--- src/design/s16x8_pkg.sv ---
package s16x8_pkg;

  localparam int unsigned LANES  = 8;
  localparam int unsigned LANE_W = 16;
  localparam int unsigned VEC_W  = LANES * LANE_W;
  localparam int unsigned CNT_W  = 4;

  localparam logic [LANE_W-1:0] LANE_MAX  = 16'h7fff;
  localparam logic [LANE_W-1:0] LANE_MIN  = 16'h8000;
  localparam logic [LANE_W-1:0] LANE_ONES = 16'hffff;

  typedef enum logic [4:0] {
    OP_SPLAT  = 5'd0,
    OP_NEG    = 5'd1,
    OP_NOT    = 5'd2,
    OP_ADD    = 5'd3,
    OP_SUB    = 5'd4,
    OP_MUL    = 5'd5,
    OP_AND    = 5'd6,
    OP_OR     = 5'd7,
    OP_XOR    = 5'd8,
    OP_ADDSAT = 5'd9,
    OP_SUBSAT = 5'd10,
    OP_MIN    = 5'd11,
    OP_MAX    = 5'd12,
    OP_LT     = 5'd13,
    OP_LE     = 5'd14,
    OP_EQ     = 5'd15,
    OP_NE     = 5'd16,
    OP_GT     = 5'd17,
    OP_GE     = 5'd18,
    OP_SHL    = 5'd19,
    OP_SAR    = 5'd20
  } op_t;

  // Per-lane arithmetic results, registered between compute and select.
  typedef struct packed {
    logic [LANE_W-1:0] neg;
    logic [LANE_W-1:0] prod;
    logic [LANE_W:0]   sum;
    logic [LANE_W:0]   diff;
    logic              lt;
    logic              eq;
    logic [LANE_W-1:0] shl;
    logic [LANE_W-1:0] sar;
  } lane_raw_t;

  // Clamp a 17-bit signed value to the 16-bit signed range.
  function automatic logic [LANE_W-1:0] sat17(input logic [LANE_W:0] v);
    logic [LANE_W-1:0] r;
    if (v[LANE_W] != v[LANE_W-1]) begin
      r = v[LANE_W] ? LANE_MIN : LANE_MAX;
    end else begin
      r = v[LANE_W-1:0];
    end
    return r;
  endfunction

  function automatic logic [LANE_W-1:0] lane_select(
    input op_t               op,
    input logic [LANE_W-1:0] a,
    input logic [LANE_W-1:0] b,
    input logic [LANE_W-1:0] scalar,
    input lane_raw_t         raw
  );
    logic [LANE_W-1:0] r;
    logic              gt;
    gt = !raw.lt && !raw.eq;
    unique case (op)
      OP_SPLAT:  r = scalar;
      OP_NEG:    r = raw.neg;
      OP_NOT:    r = ~a;
      OP_ADD:    r = raw.sum[LANE_W-1:0];
      OP_SUB:    r = raw.diff[LANE_W-1:0];
      OP_MUL:    r = raw.prod;
      OP_AND:    r = a & b;
      OP_OR:     r = a | b;
      OP_XOR:    r = a ^ b;
      OP_ADDSAT: r = sat17(raw.sum);
      OP_SUBSAT: r = sat17(raw.diff);
      OP_MIN:    r = raw.lt ? a : b;
      OP_MAX:    r = gt ? a : b;
      OP_LT:     r = raw.lt ? LANE_ONES : '0;
      OP_LE:     r = (raw.lt || raw.eq) ? LANE_ONES : '0;
      OP_EQ:     r = raw.eq ? LANE_ONES : '0;
      OP_NE:     r = raw.eq ? '0 : LANE_ONES;
      OP_GT:     r = gt ? LANE_ONES : '0;
      OP_GE:     r = raw.lt ? '0 : LANE_ONES;
      OP_SHL:    r = raw.shl;
      OP_SAR:    r = raw.sar;
      default:   r = '0;
    endcase
    return r;
  endfunction

endpackage

--- src/design/s16x8_lane.sv ---
module s16x8_lane (
  input  logic                                clk,
  input  logic                                en,
  input  logic [s16x8_pkg::LANE_W-1:0]        a,
  input  logic [s16x8_pkg::LANE_W-1:0]        b,
  input  logic [s16x8_pkg::CNT_W-1:0]         cnt,
  output s16x8_pkg::lane_raw_t                raw
);
  import s16x8_pkg::*;

  lane_raw_t         raw_next;
  logic [2*LANE_W-1:0] prod_full;

  always_comb begin
    prod_full     = a * b;
    raw_next.neg  = LANE_W'(0) - a;
    raw_next.prod = prod_full[LANE_W-1:0];
    raw_next.sum  = {a[LANE_W-1], a} + {b[LANE_W-1], b};
    raw_next.diff = {a[LANE_W-1], a} - {b[LANE_W-1], b};
    raw_next.lt   = $signed(a) < $signed(b);
    raw_next.eq   = (a == b);
    raw_next.shl  = a << cnt;
    raw_next.sar  = LANE_W'($signed(a) >>> cnt);
  end

  always_ff @(posedge clk) begin
    if (en) begin
      raw <= raw_next;
    end
  end

endmodule

--- config.mk ---
export PLATFORM = sky130hd
export DESIGN_NAME = s16x8_lane
export DESIGN_NICKNAME = d
export VERILOG_FILES = /design/src/design/s16x8_pkg.sv /design/src/design/s16x8_lane.sv
export SDC_FILE = /design/constraint.sdc
export NUM_CORES = 1
export LEC_CHECK = 0
export BUFFER_PORTS_ARGS = -buffer_cell sky130_fd_sc_hd__buf_2
export CAP_MARGIN = 30
export CELL_PAD_IN_SITES_DETAIL_PLACEMENT = 1
export CELL_PAD_IN_SITES_GLOBAL_PLACEMENT = 1
export CORE_UTILIZATION = 36
export DETAILED_ROUTE_END_ITERATION = 12
export GPL_TIMING_DRIVEN = 0
export PLACE_DENSITY = 0.73
export SYNTH_ARGS = -nofsm -noshare
export SYNTH_HDL_FRONTEND = slang
export SYNTH_SLANG_ARGS = --single-unit
--- constraint.sdc ---
create_clock -name clk -period 7.2 [get_ports clk]
set_clock_uncertainty 0.1 [all_clocks]
set_input_delay 0.36 -clock clk [delete_from_list [all_inputs] [get_ports clk]]
set_output_delay 0.36 -clock clk [all_outputs]
set_load 0.02 [all_outputs]
==> results of run 1 <==
per-stage QoR:
stage / utilization / power [mW] / area [um^2]
global route: 0.422 / 3.92 / 11400
global placement: 0.410 / 3.01 / 11100
CTS: 0.422 / 3.65 / 11400
detailed placement: 0.411 / 3.11 / 11100
finish: 0.422 / 3.58 / 11400
floorplan: - / 2.51 / 9980
worst max-delay path: stages:
cell	delay, ps
buf_2	190
clkbuf_1	500
clkbuf_1	560
nand2_1	160
fa_1	530
inv_1	50
fa_1	450
ha_1	210
fa_1	490
inv_1	60
fa_1	480
fa_1	500
inv_1	50
ha_1	330
nand3_1	130
or2_2	130
a21boi_2	70
o2111a_1	270
a2111oi_4	400
a21oi_2	100
xnor2_1	130
cells in the final DEF, fill, tap and decap left out, types with 5 or more instances in the layout:
cell type	netlist	final
a21o_1	6	6
a21oi_1	36	36
and2_1	34	34
buf_1	5	5
buf_2	14	148
clkbuf_1	35	35
clkbuf_16	0	9
edfxtp_1	99	99
fa_1	82	82
ha_1	83	83
inv_1	164	164
mux2_2	6	6
mux2i_1	32	32
nand2_1	102	102
nand2b_1	10	10
nand3_1	8	8
nand4_1	5	5
nor2_1	91	91
nor2b_1	6	6
nor3_1	15	15
nor4_1	8	8
o211ai_1	9	9
o21ai_0	43	43
o21ai_1	5	5
o31ai_1	5	5
xnor2_1	57	57
xor2_1	17	17
power by group through the flow:
stage / combinational, mW / clock, mW / sequential, mW
6_report: 2.24 / 0.497 / 0.852
3_5_place_dp: 2.24 / 0 / 0.865
4_1_cts: 2.28 / 0.512 / 0.855
5_1_grt: 2.53 / 0.528 / 0.863
3_3_place_gp: 2.14 / 0 / 0.867
2_1_floorplan: 1.52 / 0 / 0.992
path summary, 6_finish.rpt:
path,slack (ps),endpoint,cells past startpoint,start
max,1050,raw[83],21,a[2]
min,100,raw[84],1,a[0]
per-layer routing:
layer,track usage,share of wire,vias to the layer above
li1,-,-,3721
met1,0.294,0.45,3951
met2,0.377,0.48,198
met3,0.0311,0.044,42
met4,0.0759,0.026,4
met5,0,0.00070,-
kinds of logic after synthesis:
kind of cell / count (synthesis) / share of synthesized area
simple gates: 297 / 0.139
mux: 41 / 0.0457
fa+ha+maj: 165 / 0.269
xor+xnor: 74 / 0.0650
compound gates: 149 / 0.0977
buf+inv: 222 / 0.0864
flops: 99 / 0.298
area by class of cell:
| type | count | area, um^2 | share of cell area |
|---|---|---|---|
| diodes | 1 | 2.50 | 0.000219 |
| plain buffers | 56 | 239 | 0.0209 |
| clock buffers | 9 | 225 | 0.0197 |
| clock inverters | 7 | 56.3 | 0.00493 |
| inverters | 166 | 623 | 0.0545 |
| multi-input cells | 726 | 6140 | 0.537 |
| flip-flops and latches | 99 | 2970 | 0.260 |
| well taps | 372 | 465 | 0.0407 |
| repair buffers | 136 | 706 | 0.0617 |
==> impl_results.md, run 1 <==
- Outcome: completed
- Core footprint: around 0.027 mm^2
- Post-synthesis cell count: 1047
- Number of synthesized flops with an enable pin: 99
- TritonCTS clock tree: built
- H-tree depth: 3
- Register area share after synthesis: 0.298
- Arr. time, crit path: 6160 ps
- Worst slack at placement: slightly above 700 ps
- Number of global-route vias before repair: a little under 9000
- Hold Path Class: primary input to flip-flop
- Tightest Pin Transition: 791 ps
- Max reg flops: 99
- Comb power frac: 0.624
- Setup crit end kind: flip-flop
- Layout cell share with drive strength beyond 1: 0.166
- Setup WS post-layout: roughly 1000 ps
- RePlAce Congestion: 0.898
- Top cells by count, synth: inv_1 (164), nand2_1 (102), edfxtp_1 (99)
- Placed insts: 1555
- Yosys reg bits: between 90 and 100
- Die Footprint: 0.0284 mm^2
- CP Max Fanout: 10
- Vias per inst: between 5 and 6
- Post-synthesis async set-or-reset flop share: 0
- Clock Tree Buf Depth: 2
- Area of the mapped netlist: 0.00998 mm^2
- ANT nets after route: 0
- CTS root buf: clkbuf_16
- Initial core utilization: 0.368
- Synth top area cells: edfxtp_1 (30%), fa_1 (16%), ha_1 (10%)
- Pwr dens: 314 mW/mm^2
- Int Power: between 1.5 and 2 mW
- Area Growth Syn to Fin: 14.6%
- TNS Setup: 0 ps
- Most common cell in the synthesized netlist: inv_1
- CP Class: primary input to flip-flop
- Die Y: 168 um
- CTS Hold Bufs: 0
- Syn avg cell area: 9.53 um^2
- Avg WL per Cell: 19.2 um
- Drt pass-1 iters: 4
- Critical Path RT: 7210 ps
- Initial drt markers: approximately 460
- Leakage: 5.13 nW
- Post-cts resize count: 0
- Mapped Nets: about 1300
- Crit share post-route: 0.854
- Clock transition at the registers of the reported paths: 80 ps
- Reg power frac: 0.238
- RSZ-0062 raised after global routing: no
- # port buffers: around 140
- Yosys top cell by area: edfxtp_1
- # setup viols final: 0
- First-pass GRT wire length: 48500 um
- CTS buffer count: 9
- Setup bufs post-CTS: 0
- Final hold vios: 0
- I/O Pins: 138
- Vias: 7916
- Clock sinks: 99
- Slew Viols, Final: 0
- Worst IR Drop VDD: 330 uV
- Overall Global Routing Usage: 0.223
- Crit start category: primary input
- Switching share of power: 0.445
- NetSw: between 1.5 and 2 mW
- Fin cells: between 1500 and 2000
- Max-cap violations: 0
- Final hold slack: 102 ps
- Gr ovfl total: 0
- Fillers: 3176
- Slew Limit Headroom: 0.473
- Tmin final: 6150 ps
- Netlist cell types: 64
- # rows: 60
- Warnings, synthesis: 0
- Primary FF master, synth: edfxtp_1
- Top flop regs: raw: 99 flops
- Largest net degree at the start of global routing: 60
- Yosys top cell area share: 0.298
- Largest register by flop count: raw
- Nets@finish: between 1000 and 1500
- DRT Wirelength: 30200 um
- Post-DP HPWL: 24100 um
- Initial antenna violation count: 3
- Fmax: roughly 160 MHz
- DRC errors left: 0
- Clock Power Share: 0.139
- Die width: 168 um
Power figures use the tool's default switching activity.
==> inputs of run 2 (changes only) <==
--- a/config.mk
+++ b/config.mk
@@ -12,7 +12,7 @@
 export CORE_UTILIZATION = 36
 export DETAILED_ROUTE_END_ITERATION = 12
 export GPL_TIMING_DRIVEN = 0
-export PLACE_DENSITY = 0.73
+export PLACE_DENSITY = 0.76
 export SYNTH_ARGS = -nofsm -noshare
 export SYNTH_HDL_FRONTEND = slang
 export SYNTH_SLANG_ARGS = --single-unit
==> constraint.sdc (replaced) <==
create_clock -name clk -period 5.2 [get_ports clk]
set_clock_uncertainty 0.1 [all_clocks]
set_input_delay 0.26 -clock clk [delete_from_list [all_inputs] [get_ports clk]]
set_output_delay 0.26 -clock clk [all_outputs]
set_load 0.02 [all_outputs]
==> impl_results.md, run 2 (synthesis gave the netlist of run 1 again) <==
- Outcome: completed
- DRT Wirelength: around 30000 um
- Slew Limit Headroom: 0.496
- Setup crit end kind: flip-flop
- Arr. time, crit path: 5090 ps
- Commonest non-fill, non-tap cells in the layout: inv_1 (162), buf_2 (137), nand2_1 (102)
- Commonest non-fill, non-tap cell in the layout: inv_1
- TNS Setup: 0 ps
- CTS buffer count: 9
- CP Class: primary input to flip-flop
- H-tree depth: 3
- First-pass GRT wire length: 48200 um
- TritonCTS clock tree: built
- Initial antenna violation count: 2
- Post-DP HPWL: 23600 um
- Max reg flops: just under 100
- RSZ-0062 raised after global routing: yes
- Pwr dens: 462 mW/mm^2
- CP Max Fanout: 12
- CP max stage delay: roughly 600 ps
- ANT nets after route: 0
- Avg WL per Cell: roughly 19 um
- Layout cell share with drive strength beyond 1: 0.196
- Fin cells: 1570
- CTS Hold Bufs: 0
- Clock transition at the registers of the reported paths: approximately 80 ps
- Die Y: 168 um
- Critical Path RT: 5210 ps
- CP startpoint: a[13]
- Clock sinks: 99
- Die Footprint: approximately 0.028 mm^2
- Vias per inst: 5.04
- Fmax: approximately 200 MHz
- RePlAce Congestion: 0.898
- Max-cap violations: 0
- Nets@finish: between 1000 and 1500
- Slowest CP cell: fa_1
- Tightest Pin Transition: 746 ps
- Vias: 7918
- Gr ovfl total: 0
- # setup viols final: 0
- Number of global-route vias before repair: 8600
- Initial drt markers: 511
- Area Growth Syn to Fin: 17.5%
- Setup WS post-layout: 124 ps
- Cell breakdown of the critical path: buf_2, nand2_1, fa_1, fa_1, fa_1, fa_1, fa_2, fa_2, xor2_1, xnor2_1, xnor2_1, xnor2_1, xnor2_2, xnor2_2, xnor2_1
- Die width: 168 um
- Tmin final: 5080 ps
- CTS root buf: clkbuf_16
- Tot Pwr: between 5 and 6 mW
- Slew Viols, Final: 0
- Largest register by flop count: raw
- Initial core utilization: 0.368
- Worst slack at placement: -919 ps
- # port buffers: 135
- Worst IR Drop VDD: approximately 720 uV
- Largest net degree at the start of global routing: 60
- # rows: 60
- Leakage: 5.24 nW
- Crit share post-route: 0.976
- Drt pass-1 iters: 5
- Final hold vios: 0
- Top flop regs: raw: 99 flops
- I/O Pins: 138
- Core footprint: around 0.027 mm^2
- Clock Tree Buf Depth: 2
- Placed insts: approximately 1600
- DRC errors left: 0
- Hold Path Class: primary input to flip-flop
- Worst setup path endpoint: raw[83]
- Crit start category: primary input
- Overall Global Routing Usage: 0.220
-- run 2: critical path, delay by kind of cell --
kind	cells	cell delay (ps)
AND/OR/NAND/NOR	1	160
XOR/XNOR	7	1230
adder cells (fa/ha/maj)	6	3100
buffers and inverters	1	350
-- run 2: what timing repair did --
action	4_1_cts	5_1_grt
pin swaps	7	22
buffers inserted	1	6
endpoints found under the setup margin	5	3
gates resized for setup	45	26
-- run 2: cell type report --
| class | count | area (um^2) |
|---|---|---|
| Sequential cell | 99 | 2970 |
| Buffer | 47 | 337 |
| Timing Repair Buffer | 143 | 787 |
| Clock buffer | 9 | 225 |
| Clock inverter | 7 | 58.8 |
| Antenna cell | 1 | 2.50 |
| Fill cell | 3136 | 15400 |
| Tap cell | 372 | 465 |
| Inverter | 166 | 628 |
| Multi-Input combinational cell | 726 | 6240 |
-- run 2: metal layers --
metal | GRT usage | part of all wire
met5 | 0 | 0
met4 | 0.0696 | 0.022
met3 | 0.0351 | 0.052
met2 | 0.377 | 0.49
met1 | 0.285 | 0.43
-- run 2: power by group --
group	switching, mW	internal, mW	leakage [nW]
Sequential	0.0316	1.15	0.967
Clock	0.356	0.335	0.134
Combinational	2.00	1.54	4.14
-- run 2: worst min path at each step --
stage               slack (ps)  start  depth (start not counted)      end
CTS                         10   a[0]                          1  raw[84]
floorplan                  260  a[15]                          0  raw[15]
global placement           390   a[0]                          1  raw[84]
global route                 9   a[0]                          1  raw[84]
detailed placement         390   a[0]                          1  raw[84]
finish                      20   a[0]                          1  raw[84]
-- run 2: stage by stage --
stage                      util  hold WS [ps]  instance area (um^2)
after global placement    0.411           387                 11100
after global routing      0.432          9.11                 11700
final                     0.432          17.1                 11700
after detailed placement  0.412           389                 11200
after CTS                 0.428          11.6                 11600
after floorplan               -           259                 10000
==> inputs of run 3 (changes only) <==
--- a/config.mk
+++ b/config.mk
@@ -12,7 +12,7 @@
 export CORE_UTILIZATION = 36
 export DETAILED_ROUTE_END_ITERATION = 12
 export GPL_TIMING_DRIVEN = 0
-export PLACE_DENSITY = 0.76
+export PLACE_DENSITY = 0.73
 export SYNTH_ARGS = -nofsm -noshare
 export SYNTH_HDL_FRONTEND = slang
 export SYNTH_SLANG_ARGS = --single-unit
==> constraint.sdc (replaced) <==
create_clock -name clk -period 5 [get_ports clk]
set_clock_uncertainty 0.1 [all_clocks]
set_input_delay 0.25 -clock clk [delete_from_list [all_inputs] [get_ports clk]]
set_output_delay 0.25 -clock clk [all_outputs]
set_load 0.02 [all_outputs]
==> impl_results.md, run 3 (synthesis gave the netlist of run 1 again) <==
- Largest register by flop count: raw
- Buffers and inverters on the worst path: 6
- Critical Path RT: approximately 5000 ps
- Core footprint: 0.0271 mm^2
- Clock Tree Buf Depth: 2
- Overall Global Routing Usage: 0.219
- Final hold vios: 0
- TNS Setup: 0 ps
- DRT Wirelength: 31000 um
- CP max stage delay: about 530 ps
- Max reg flops: approximately 100
- Hold endpoint: raw[15]
- Slew Limit Headroom: 0.587
- Int Power: around 3.4 mW
- Layout cell share with drive strength beyond 1: 0.246
- NetSw: between 2 and 2.5 mW
- Switching share of power: 0.422
- First-pass GRT wire length: 47400 um
- Cell family with most CP delay: adder cells
- Die Footprint: roughly 0.028 mm^2
- CP Class: primary input to flip-flop
- Worst IR Drop VDD: ~400 uV
- Slowest CP cell: fa_1
- Tightest Pin Transition: 611 ps
- Finished layout cell area: 0.0123 mm^2
- Die Y: ~170 um
- RSZ-0062 raised after global routing: yes
- Initial drt markers: 468
- Post-DP HPWL: approximately 24000 um
- Fillers: around 3100
- Number of global-route vias before repair: ~8600
- CTS buffer count: 9
- Nets@finish: 1431
- Outcome: completed
- Fmax: about 200 MHz
- Comb power frac: 0.670
- Reg power frac: 0.210
- Area of the multi-input gates: 0.00636 mm^2
- # setup viols final: 0
- Clock transition at the registers of the reported paths: 80 ps
- Crit start category: primary input
- CP Max Fanout: 8
- I/O Pins: roughly 140
- DRC errors left: 0
- Crit share post-route: 0.988
- Vias: 8147
- Die width: between 150 and 200 um
- Max-cap violations: 0
- Final hold slack: approximately 130 ps
- CTS root buf: clkbuf_16
- ANT nets after route: 0
- CP startpoint: a[8]
- Arr. time, crit path: 4950 ps
- Clock sinks: 99
- Post-DP Area: around 0.011 mm^2
- Clock Power Share: 0.120
- Most frequent CP cell: fa_1
- Worst hold start: a[15]
- Gr ovfl total: 0
- Commonest non-fill, non-tap cell in the layout: inv_1
- Finished Core Util: 0.453
- Drt pass-1 iters: 5
- Top flop regs: raw: 99 flops
- Initial core utilization: 0.368
- Slew Viols, Final: 0
- Initial antenna violation count: 2
- RePlAce Congestion: 0.886
- Area Growth Syn to Fin: 23.1%
- # rows: 60
- Storage element area: a little under 0.003 mm^2
- H-tree depth: 3
- Vias per inst: 5.08
- Cell breakdown of the critical path: buf_6, clkbuf_16, and2_1, fa_1, inv_1, fa_1, fa_1, inv_1, fa_1, fa_1, inv_1, fa_1, inv_1, ha_4, and3_4, a2111oi_4, a21oi_2, xnor2_1
- Pwr dens: between 400 and 500 mW/mm^2
- Commonest non-fill, non-tap cells in the layout: inv_1 (156), buf_2 (131), nand2_1 (100)
- Tmin final: approximately 4900 ps
- Avg WL per Cell: 19.3 um
- Hold Path Class: primary input to flip-flop
- Setup crit end kind: flip-flop
- Largest net degree at the start of global routing: 58
- TritonCTS clock tree: built
- # port buffers: 135
- Leakage: 5.48 nW
- Hold Crit Depth: 1
==> run 3: cell types whose count changed in the layout (fill, tap and decap cells not counted), moves of 5 or more <==
cell    before  now
inv_2        2    7
buf_6        2    7
ha_1        77   70
buf_4       16   46
buf_12       0    5
fa_1        80   73
and2_1      34   26
buf_2      137  131
inv_1      162  156
fa_2         2    9
and2_4       0    8
==> run 3: metrics by stage <==
step	worst slack (ps)	total power [mW]	std cells
floorplan	2.06	3.86	1047
global route	-47.1	6.35	1605
finish	58.9	5.86	1605
global placement	-1080	4.57	1554
CTS	4.32	5.65	1583
detailed placement	-1170	4.72	1555
==> run 3: worst max-delay path by stage <==
| stage | to | slack (ps) | depth (start not counted) |
|---|---|---|---|
| final | raw[83] | 60 | 18 |
| after global routing | raw[81] | -50 | 18 |
| after CTS | raw[83] | 4 | 18 |
| after detailed placement | raw[83] | -1170 | 19 |
| after global placement | raw[83] | -1080 | 19 |
| after floorplan | raw[83] | 2 | 17 |
==> run 3: repair_timing <==
item                       in CTS  in global routing
pin swaps                      20                 41
setup buffers                  20                 21
resized for setup              53                 67
setup endpoints to repair       5                  4
hold endpoints to repair        1                  0
hold buffers                    1                  0
==> run 3: power groups by stage <==
stage	clock [mW]	sequential (mW)	combinational (mW)
finish	0.703	1.23	3.93
CTS	0.725	1.23	3.69
global placement	0	1.25	3.32
global route	0.748	1.24	4.36
floorplan	0	1.43	2.43
detailed placement	0	1.25	3.47
==> run 3: final cells by class <==
type                    instances  share of cell area
diodes                          1            0.000204
well taps                     372              0.0379
plain buffers                  48              0.0343
flip-flops and latches         99               0.242
multi-input cells             726               0.518
inverters                     166              0.0515
repair buffers                178              0.0924
clock inverters                 6             0.00499
clock buffers                   9              0.0183
==> run 3: routing by layer <==
metal  vias to the layer above  share of wire  GRT usage  wire [um]
met3                        49          0.042     0.0285       1320
met1                      4118           0.43      0.275      13200
met5                         -        0.00042          0         13
met2                       193           0.51      0.394      15900
met4                         2          0.019     0.0609        588
li1                       3785              -          -          -
